<file path="src/design/mca_pkg.sv">
// Shared types and constants for the Moore cellular automaton step block.
// Used by mca_rule and moore_cellular_automaton_step; no dependencies.
`timescale 1ns / 1ps
`default_nettype none

package mca_pkg;

  localparam int unsigned MAX_SIDE_DEF = 254;

  localparam int unsigned CFG_DW  = 8;
  localparam int unsigned CFG_IW  = 2;
  localparam int unsigned LIMIT_W = 4;
  localparam int unsigned COUNT_W = 4;

  localparam logic [CFG_DW-1:0]  GRID_SIDE_RST    = 8'd254;
  localparam logic [LIMIT_W-1:0] BIRTH_ABOVE_RST  = 4'd6;
  localparam logic [LIMIT_W-1:0] SURVIVE_LOW_RST  = 4'd5;
  localparam logic [LIMIT_W-1:0] SURVIVE_HIGH_RST = 4'd6;

  localparam logic [CFG_DW-1:0] GRID_SIDE_MIN = 8'd3;

  typedef enum logic [CFG_IW-1:0] {
    CFG_GRID_SIDE    = 2'd0,
    CFG_BIRTH_ABOVE  = 2'd1,
    CFG_SURVIVE_LOW  = 2'd2,
    CFG_SURVIVE_HIGH = 2'd3
  } cfg_reg_t;

  typedef struct packed {
    logic [LIMIT_W-1:0] birth_above;
    logic [LIMIT_W-1:0] survive_low;
    logic [LIMIT_W-1:0] survive_high;
  } rule_cfg_t;

endpackage

`default_nettype wire

</file>
<file path="src/design/mca_rule.sv">
// Birth and survival rule: counts the eight neighbors of a 3x3 window.
// Depends on mca_pkg for rule_cfg_t and widths.
`timescale 1ns / 1ps
`default_nettype none

module mca_rule
  import mca_pkg::*;
(
  input  wire logic [8:0] window,
  input  wire rule_cfg_t  rule_cfg,
  output logic            next_alive
);

  logic [COUNT_W-1:0] count;

  always_comb begin
    count = COUNT_W'(window[0]) + COUNT_W'(window[1]) + COUNT_W'(window[2])
          + COUNT_W'(window[3]) + COUNT_W'(window[5]) + COUNT_W'(window[6])
          + COUNT_W'(window[7]) + COUNT_W'(window[8]);
    if (window[4]) begin
      next_alive = (count >= rule_cfg.survive_low) && (count <= rule_cfg.survive_high);
    end else begin
      next_alive = (count > rule_cfg.birth_above);
    end
  end

endmodule

`default_nettype wire

</file>
<file path="src/design/moore_cellular_automaton_step.sv">
// Top level: one generation of a life-like automaton over a raster cell stream.
// Depends on mca_pkg and mca_rule.
//
//  channel | ports                                   | direction
//  --------+-----------------------------------------+----------
//  in      | in_valid in_stall in_cell_alive         | cells in
//          | in_frame_first                          |
//  out     | out_valid out_stall out_next_alive      | results out
//          | out_frame_last                          |
//  cfg     | cfg_we cfg_index cfg_wdata              | register writes
//
// One cell per clock unless stalled; each result passes stage 1, then the output register.
// The rate is set by the single 2-bit line memory: one read and one write per cycle.
// After reset a clearing pass zeroes all MAX_SIDE+2 line memory entries; in_stall
// stays high during it. Each stage advances only when the stage after it is free.
`timescale 1ns / 1ps
`default_nettype none

module moore_cellular_automaton_step
  import mca_pkg::*;
#(
  parameter int unsigned MAX_SIDE = MAX_SIDE_DEF
) (
  input  wire logic              clk,
  input  wire logic              rst_n,
  input  wire logic              in_valid,
  output logic                   in_stall,
  input  wire logic              in_cell_alive,
  input  wire logic              in_frame_first,
  output logic                   out_valid,
  input  wire logic              out_stall,
  output logic                   out_next_alive,
  output logic                   out_frame_last,
  input  wire logic              cfg_we,
  input  wire logic [CFG_IW-1:0] cfg_index,
  input  wire logic [CFG_DW-1:0] cfg_wdata
);

  localparam int unsigned DEPTH = MAX_SIDE + 2;
  localparam int unsigned AW    = $clog2(DEPTH);
  localparam int unsigned PW    = $clog2(DEPTH + 1);
  localparam int unsigned CW    = (PW > CFG_DW) ? PW : CFG_DW;

  // configuration
  logic [CFG_DW-1:0] grid_side_r;
  rule_cfg_t         rule_cfg_r;

  always_ff @(posedge clk) begin
    if (!rst_n) begin
      grid_side_r             <= GRID_SIDE_RST;
      rule_cfg_r.birth_above  <= BIRTH_ABOVE_RST;
      rule_cfg_r.survive_low  <= SURVIVE_LOW_RST;
      rule_cfg_r.survive_high <= SURVIVE_HIGH_RST;
    end else if (cfg_we) begin
      unique case (cfg_reg_t'(cfg_index))
        CFG_GRID_SIDE:    grid_side_r             <= cfg_wdata;
        CFG_BIRTH_ABOVE:  rule_cfg_r.birth_above  <= cfg_wdata[LIMIT_W-1:0];
        CFG_SURVIVE_LOW:  rule_cfg_r.survive_low  <= cfg_wdata[LIMIT_W-1:0];
        CFG_SURVIVE_HIGH: rule_cfg_r.survive_high <= cfg_wdata[LIMIT_W-1:0];
        default:          grid_side_r             <= grid_side_r;
      endcase
    end
  end

  // padded side, saturated
  logic [CW-1:0] side_sat;
  logic [CW-1:0] side_wide;
  logic [PW-1:0] side_pad;

  always_comb begin
    side_wide = CW'(grid_side_r);
    if (side_wide < CW'(GRID_SIDE_MIN)) begin
      side_sat = CW'(GRID_SIDE_MIN);
    end else if (side_wide > CW'(MAX_SIDE)) begin
      side_sat = CW'(MAX_SIDE);
    end else begin
      side_sat = side_wide;
    end
    side_pad = PW'(side_sat + CW'(2));
  end

  // stage 0: position tracking and memory read
  logic          clr_busy_r;
  logic [AW-1:0] clr_addr_r;
  logic [AW-1:0] col_r, col_nxt;
  logic [AW-1:0] row_r, row_nxt;
  logic [AW-1:0] c_in, r_in;
  logic [PW-1:0] c_ext, r_ext;
  logic          in_accept;
  logic          emit_in, last_in;

  logic          s1_v_r;
  logic          s1_adv;
  logic [AW-1:0] s1_addr_r;
  logic          s1_cell_r;
  logic          s1_emit_r;
  logic          s1_last_r;

  logic [1:0]    rd_word_r;
  logic [1:0]    fwd_word_r;
  logic          fwd_v_r;
  logic [1:0]    cur_word;
  logic [1:0]    wr_word;

  logic [8:0]    window_r, window_nxt;
  logic          rule_next;
  logic          out_v_r;
  logic          out_alive_r;
  logic          out_last_r;

  assign s1_adv    = s1_v_r && (!out_v_r || !out_stall);
  assign in_stall  = clr_busy_r || (s1_v_r && !s1_adv);
  assign in_accept = in_valid && !in_stall;

  always_comb begin
    c_in    = in_frame_first ? '0 : col_r;
    r_in    = in_frame_first ? '0 : row_r;
    c_ext   = PW'(c_in);
    r_ext   = PW'(r_in);
    emit_in = (r_ext >= PW'(2)) && (r_ext < side_pad)
           && (c_ext >= PW'(2)) && (c_ext < side_pad);
    last_in = (r_ext == side_pad - PW'(1)) && (c_ext == side_pad - PW'(1));
    if (c_ext + PW'(1) >= side_pad) begin
      col_nxt = '0;
      row_nxt = (r_ext + PW'(1) >= side_pad) ? '0 : r_in + AW'(1);
    end else begin
      col_nxt = c_in + AW'(1);
      row_nxt = r_in;
    end
  end

  always_ff @(posedge clk) begin
    if (!rst_n) begin
      col_r <= '0;
      row_r <= '0;
    end else if (in_accept) begin
      col_r <= col_nxt;
      row_r <= row_nxt;
    end
  end

  // line memory: bit 1 upper row, bit 0 middle row
  logic [1:0] line_mem [DEPTH];

  assign cur_word = fwd_v_r ? fwd_word_r : rd_word_r;
  assign wr_word  = {cur_word[0], s1_cell_r};

  always_ff @(posedge clk) begin
    if (clr_busy_r) begin
      line_mem[clr_addr_r] <= 2'b00;
    end else if (s1_adv) begin
      line_mem[s1_addr_r] <= wr_word;
    end
    if (in_accept) begin
      rd_word_r <= line_mem[c_in];
    end
  end

  always_ff @(posedge clk) begin
    if (!rst_n) begin
      clr_busy_r <= 1'b1;
      clr_addr_r <= '0;
    end else if (clr_busy_r) begin
      if (clr_addr_r == AW'(DEPTH - 1)) begin
        clr_busy_r <= 1'b0;
      end
      clr_addr_r <= clr_addr_r + AW'(1);
    end
  end

  // stage 1: forward the write that shares the read's edge
  always_ff @(posedge clk) begin
    if (!rst_n) begin
      s1_v_r  <= 1'b0;
      fwd_v_r <= 1'b0;
    end else if (in_accept) begin
      s1_v_r  <= 1'b1;
      fwd_v_r <= s1_adv && (s1_addr_r == c_in);
    end else if (s1_adv) begin
      s1_v_r  <= 1'b0;
      fwd_v_r <= 1'b0;
    end
  end

  always_ff @(posedge clk) begin
    if (in_accept) begin
      s1_addr_r  <= c_in;
      s1_cell_r  <= in_cell_alive;
      s1_emit_r  <= emit_in;
      s1_last_r  <= last_in;
      fwd_word_r <= wr_word;
    end
  end

  // window shift and rule
  assign window_nxt = {s1_cell_r, window_r[8:7], cur_word[0], window_r[5:4],
                       cur_word[1], window_r[2:1]};

  always_ff @(posedge clk) begin
    if (!rst_n) begin
      window_r <= '0;
    end else if (s1_adv) begin
      window_r <= window_nxt;
    end
  end

  mca_rule u_rule (
    .window     (window_nxt),
    .rule_cfg   (rule_cfg_r),
    .next_alive (rule_next)
  );

  // output register
  always_ff @(posedge clk) begin
    if (!rst_n) begin
      out_v_r <= 1'b0;
    end else if (s1_adv && s1_emit_r) begin
      out_v_r <= 1'b1;
    end else if (!out_stall) begin
      out_v_r <= 1'b0;
    end
  end

  always_ff @(posedge clk) begin
    if (s1_adv && s1_emit_r) begin
      out_alive_r <= rule_next;
      out_last_r  <= s1_last_r;
    end
  end

  assign out_valid      = out_v_r;
  assign out_next_alive = out_alive_r;
  assign out_frame_last = out_last_r;

  // checks
  a_clear_idle: assert property (@(posedge clk) disable iff (!rst_n)
    clr_busy_r |-> (!s1_v_r && !out_v_r))
    else $error("transaction in flight during line memory clear");

  a_first_addr: assert property (@(posedge clk) disable iff (!rst_n)
    (in_accept && in_frame_first) |=> (s1_addr_r == '0))
    else $error("frame start did not restart column");

  a_emit_col: assert property (@(posedge clk) disable iff (!rst_n)
    (s1_v_r && s1_emit_r) |-> (s1_addr_r >= AW'(2)))
    else $error("border column marked for output");

  a_fwd_valid: assert property (@(posedge clk) disable iff (!rst_n)
    fwd_v_r |-> s1_v_r)
    else $error("forward flag without stage 1 transaction");

endmodule

`default_nettype wire
</file>
<file path="config.mk">
export PLATFORM = sky130hd
export DESIGN_NAME = moore_cellular_automaton_step
export DESIGN_NICKNAME = d
export VERILOG_FILES = /design/src/design/mca_pkg.sv /design/src/design/mca_rule.sv /design/src/design/moore_cellular_automaton_step.sv
export SDC_FILE = /design/constraint.sdc
export NUM_CORES = 1
export LEC_CHECK = 0
export ABC_AREA = 1
export BUFFER_PORTS_ARGS = -buffer_cell sky130_fd_sc_hd__buf_2
export CAP_MARGIN = 20
export CORE_MARGIN = 5
export CORE_UTILIZATION = 49
export DETAILED_ROUTE_END_ITERATION = 16
export PLACE_DENSITY = 0.73
export SLEW_MARGIN = 15
export SYNTH_ARGS = -nofsm -noshare
export SYNTH_HDL_FRONTEND = slang
export SYNTH_SLANG_ARGS = --single-unit
export TNS_END_PERCENT = 10
</file>
<file path="constraint.sdc">
create_clock -name clk -period 9.15 [get_ports clk]
set_input_delay 0.915 -clock clk [delete_from_list [all_inputs] [get_ports clk]]
set_output_delay 0.915 -clock clk [all_outputs]
set_load 0.03 [all_outputs]
</file>
==> reports/qor.yml, run 1 <==
status: "finished clean"
insertedDiodeCount: 0
p_leak_nw: 10.05
crit_fanout: 59
layout-drive-gt1-share: 0.07355
cts_buffers: 59
grt.total_usage: 0.2345
cpMaxStageDelayCell: "buf_4"
vdd_drop_max_v: 0.0001534
ios: 21
final_cell_mix: "529 x edfxtp_1, 517 x nand2_1, 436 x nor2_1"
area_growth_pct: 10.52
setup_violations: 0
netlist_area_sq_mm: 0.02632
synth_nets: 2615
yosys_warnings: 0
ys_seq_area_frac: 0.6446
hp-class: "reg -> reg"
end_kind: "register"
rsz0062_at_grt: "false"
grt_max_degree: 257
setup_slack_ns: 4.897
path_clk_slew_ns: 0.06
arrival_ns: 4.74
period_share: 0.4649
final_nets: 2581
cp_common_cell: "nand3_1"
slew_headroom: 0.09526
synth_area_per_cell_sq_um: 10.36
wl_per_cell_um: 21.65
place_ws_ns: 4.465
cts_root_buffer: "clkbuf_16"
finalClockSkew_ns: 0.04893
routed_wl_um: 70400
final_common_cell: "edfxtp_1"
cp_data_required_time_ns: 9.63
cts_max_level: 2
cts_tree: "done"
tightest_slew_ns: 1.357
grt_pass1_vias: 18885
hold_buffers: 0
place_congestion: 0.8878
antenna_found_initial: 1
dp_hpwl_um: 40300
gr-total-overflow: 0
fmax_mhz: 235.1
synth.distinct_cells: 46
cts.sinks: 583
synth_seq_cells: 583
min_period_ns: 4.253
cts_setup_buffers: 0
fin_tns_setup_ns: 0
drt_first_pass_iters: 7
synth_edf_count: 529
vias: 19423
drv_slew: 0
async_reset_ff_frac: 0
finalHoldViolations: 0
syn_inst: 2540
port-buffer-count: 20
initial_utilization: 0.4920
drc_errors: 0
clockBufferDepth: 3
ant_nets: 0
powerDensity_mw_per_mm2: 193.7
crit_path_start_kind: "input pin"
die_area_sq_mm: 0.05845
slowest_delay_ns: 0.76
core-area_sq_mm: 0.05350
worstSetupPathType: "in -> reg"
crit_chain: "buf_2 > inv_2 > nand2_2 > buf_4 > nand2_1 > buf_4 > inv_2 > nand2_1 > nand3_1 > nand3_1 > nand3_1 > nand3_1 > nand2_1 > nand2_1 > nand3_1"
postCtsResizedCells: 0
rows: 85
clk_latency_ns: 0.65
via_per_inst: 5.973
drv_cap: 0
synthFlopType: "edfxtp_1"
die_h_um: 241.8
drtIter0Drc: 2508
dieWidth_um: 241.8
grt_first_pass_wirelength_um: 108500
==> layout make-up <==
class | instances | area, sq um
inverters | 124 | 465.4
repair buffers | 52 | 405.4
flip-flops and latches | 583 | 16970
fillers | 4530 | 24400
multi-input cells | 1686 | 8264
well taps | 696 | 870.8
clock inverters | 41 | 581.8
clock buffers | 70 | 1538
==> cells by family (layout without fill, tap and decap cells) <==
family	Yosys count	after routing	share of synthesized area
flip-flops	583	583	0.6446
multiplexers	1	1	0.0003803
adder cells (fa/ha/maj)	58	58	0.02871
AO/OA/AOI/OAI	428	428	0.09498
AND/OR/NAND/NOR	1181	1181	0.1822
buffers and inverters	271	287	0.04316
XOR/XNOR	18	18	0.005989
==> flip-flops by register name (all words and copies together) (netlist names), 6 cells and up <==
register,cells
row_r,8
window_r,6
rule_cfg_r,12
col_r,8
line_mem,512
s1_addr_r,8
clr_addr_r,8
grid_side_r,8
==> worst paths after layout <==
kind | from | endpoint | slack [ns] | cells past startpoint
setup reg to reg | rd_word_r[1] | out_next_alive | 5.21 | 12
hold reg to reg | s1_last_r | out_frame_last | 0.42 | 0
setup / recovery | in_frame_first | rd_word_r[1] | 4.90 | 15
hold / removal | s1_last_r | out_frame_last | 0.42 | 0
==> per-stage QoR <==
stage / total power, mW / cell area, sq um / hold slack [ns] / cells / utilization
after floorplan: 3.030 / 26320 / 0.4003 / 2540 / -
after global placement: 3.077 / 26930 / 0.4101 / 3139 / 0.5034
after detailed placement: 3.083 / 26930 / 0.4045 / 3139 / 0.5034
after CTS: 5.658 / 29050 / 0.4192 / 3250 / 0.5430
after global routing: 5.798 / 29090 / 0.4253 / 3252 / 0.5438
final: 5.635 / 29090 / 0.4190 / 3252 / 0.5438
==> per-layer routing <==
layer  vias up  global-route usage  share of wire
met1      9230              0.3156           0.38
met3       227             0.04086           0.11
met5         -                   0        0.00040
li1       8805                   -              -
met4         4              0.1026          0.045
met2      1157              0.3787           0.47
==> where the power goes <==
| part | switching (mW) | internal (mW) | total, mW |
|---|---|---|---|
| sequential | 0.00464 | 2.87 | 2.87 |
| clock | 1.03 | 1.57 | 2.61 |
| combinational | 0.110 | 0.0462 | 0.156 |
| total | 1.15 | 4.49 | 5.63 |
==> critical path, delay by kind of cell <==
family | cells | cell delay, ns
buffers and inverters | 5 | 2.07
AND/OR/NAND/NOR | 10 | 1.63
==> cells in the mapped netlist, types with 8 or more instances <==
master      n  area [sq um]
o211ai_1   28         210.2
buf_2      86         430.4
clkbuf_1   55         206.5
o22ai_1    77         481.7
nand3_1   126         630.6
o311ai_0   24         210.2
nand4_1     8         50.05
edfxtp_1  529         15890
o21ai_0   115         575.6
nor3_1     57         285.3
nand2_1   520          1952
ha_1       54         675.7
dfxtp_1    54          1081
inv_1     116         435.4
nor2_1    439          1648
a21oi_1   150         750.7
xor2_1     13         113.9
nor2_2      8         50.05
Power figures use the tool's default switching activity.
==> run 2, diff against run 1 <==
clock period = 3.65 ns   (was 9.15 ns; I/O delays follow)
==> reports/qor.yml, run 2 (synthesized netlist as in run 1, its figures left out) <==
slew_headroom: 0.2925  # +0.1973
hp-start: "cfg_wdata[2]"
cts_root_buffer: "clkbuf_16"
gr-total-overflow: 0  # unchanged
p_seq_frac: 0.532  # +0.022
die_h_um: 241.8  # unchanged
clk_latency_ns: 0.65  # about the same
place_congestion: 0.8631  # -2.8%
place_area_sq_mm: 0.02722  # +1.1%
grt.total_usage: 0.2285  # -0.006013
grt_pass1_vias: 18838  # -0.25%
status: "finished, violations left"
final_common_cell: "edfxtp_1"
setup_slack_ns: -0.05323  # -4.950 ns
cp_data_required_time_ns: 4.01  # -5.62 ns
drv_slew: 0  # unchanged
cts.sinks: 583  # unchanged
powerDensity_mw_per_mm2: 464.1  # +140%
routed_wl_um: 68640  # -2.5%
finalPower_mw: 13.55  # +140%
dp_hpwl_um: 39970  # -0.82%
finalHoldViolations: 0  # unchanged
drtIter0Drc: 2249  # -10%
arrival_ns: 4.07  # -0.67 ns
crit_start: "window_r[2]"
ant_nets: 0  # unchanged
crit_fanout: 3  # -95%
rows: 85  # unchanged
cts_buffers: 58  # -1.7%
clockBufferDepth: 3  # unchanged
largest_reg_flops: 512  # unchanged
switchingPower_mw: 2.803  # +140%
die_area_sq_mm: 0.05845  # unchanged
whs_ns: 0.03190  # -0.3871 ns
top_register: "line_mem"
rsz0062_at_grt: "true"
grt_max_degree: 214  # -17%
finalClockSkew_ns: 0.03568  # -0.01325 ns
end_kind: "register"
drt_first_pass_iters: 7  # unchanged
wl_per_cell_um: 20.90  # -3.4%
area_growth_pct: 10.91
final_cell_mix: "529 x edfxtp_1, 516 x nand2_1, 436 x nor2_1"
crit_path_start_kind: "register"
drc_errors: 0  # unchanged
worstReg2RegStart: "window_r[2]"
core-area_sq_mm: 0.05350  # unchanged
fin_area_sq_mm: 0.02919  # +0.35%
port-buffer-count: 20  # unchanged
min_period_ns: 3.703
hp-class: "in -> reg"
initial_utilization: 0.4920  # unchanged
vias: 19384  # -0.20%
intPower_mw: 10.75  # +140%
final_nets: 2616  # +1.4%
p_leak_nw: 10.06  # about the same
cts_tree: "done"
pwr-share-comb: 0.030  # +0.002
layout-drive-gt1-share: 0.08192  # +0.008364
path_clk_slew_ns: 0.06  # about the same
grt_first_pass_wirelength_um: 106200  # -2.2%
fillers: 4482  # -1.1%
dieWidth_um: 241.8  # unchanged
tightest_slew_ns: 1.060  # -0.2970 ns
period_share: 1.015
fmax_mhz: 270.0
ios: 21  # unchanged
largestRegisters: "line_mem (512), rule_cfg_r (12)"
fin_tns_setup_ns: -0.05323  # -0.05323 ns
setup_violations: 1  # +1
antenna_found_initial: 0  # -1
cts_max_level: 2  # unchanged
insertedDiodeCount: 0  # unchanged
violations: "setup timing"
drv_cap: 0  # unchanged
vdd_drop_max_v: 0.0003674  # +140%
place_ws_ns: -0.1437  # -4.609 ns
pwr-share-clk: 0.438  # -0.024
worstSetupPathType: "reg -> reg"
swShare: 0.2069  # +0.003093
via_per_inst: 5.903  # -1.2%
[run 2: cell count changes in the layout (fill, tap and decap cells not counted), moves of 2 or more]
cell,before,now
clkbuf_8,2,0
clkbuf_1,9,11
dlygate4sd3_1,0,5
inv_6,2,4
clkinv_2,13,9
clkinv_1,10,16
bufinv_16,13,7
buf_4,27,56
buf_12,3,7
[run 2: path summary, 6_finish.rpt]
kind / endpoint / slack, ns / depth (start not counted)
max: out_next_alive / -0.05 / 15
min: rule_cfg_r[6] / 0.03 / 3
max reg2reg: out_next_alive / -0.05 / 15
min reg2reg: out_frame_last / 0.42 / 0
[run 2: metal layers]
metal,global-route usage,share of wire,vias to the layer above
met5,0,0,-
met4,0.09332,0.045,0
met3,0.05057,0.11,196
met2,0.3663,0.46,1012
met1,0.3057,0.39,9309
li1,-,-,8867
[run 2: area by class of cell]
| type | instances | area, sq um | share of cell area |
|---|---|---|---|
| clock buffers | 69 | 1493 | 0.05113 |
| clock inverters | 38 | 414.1 | 0.01419 |
| inverters | 124 | 465.4 | 0.01594 |
| multi-input cells | 1686 | 8273 | 0.2834 |
| flip-flops and latches | 583 | 16970 | 0.5812 |
| well taps | 696 | 870.8 | 0.02983 |
| repair buffers | 88 | 710.7 | 0.02434 |
[run 2: repair_timing]
action / CTS / global route
gates resized for setup: 2 / 1
buffers inserted: 1 / 0
endpoints found under the hold margin: 5 / 0
endpoints found under the setup margin: 1 / 9
hold buffers: 5 / 0
[run 2: power by group through the flow]
| stage | logic (mW) | clock network [mW] | registers, mW |
|---|---|---|---|
| after floorplan | 0.254 | 0 | 7.34 |
| after global placement | 0.384 | 0 | 7.34 |
| after detailed placement | 0.395 | 0 | 7.34 |
| after CTS | 0.400 | 6.01 | 7.20 |
| after global routing | 0.450 | 6.30 | 7.20 |
| final | 0.408 | 5.94 | 7.20 |
[run 2: metrics by stage]
stage                     utilization  std cells
after global placement         0.5089       3171
after global routing           0.5457       3284
final                          0.5457       3284
after floorplan                     -       2540
after CTS                      0.5457       3284
after detailed placement       0.5089       3171
[run 2: critical path, cell delays in order, from the launching register on]
cell,delay (ns)
dfxtp_1,0.31
ha_1,0.27
inv_1,0.04
fa_1,0.49
fa_1,0.44
fa_2,0.37
fa_1,0.40
xnor2_1,0.14
buf_4,0.15
ha_1,0.26
nand2_1,0.05
inv_1,0.07
o21ai_0,0.08
a32o_1,0.21
o211ai_1,0.08
o31ai_1,0.09
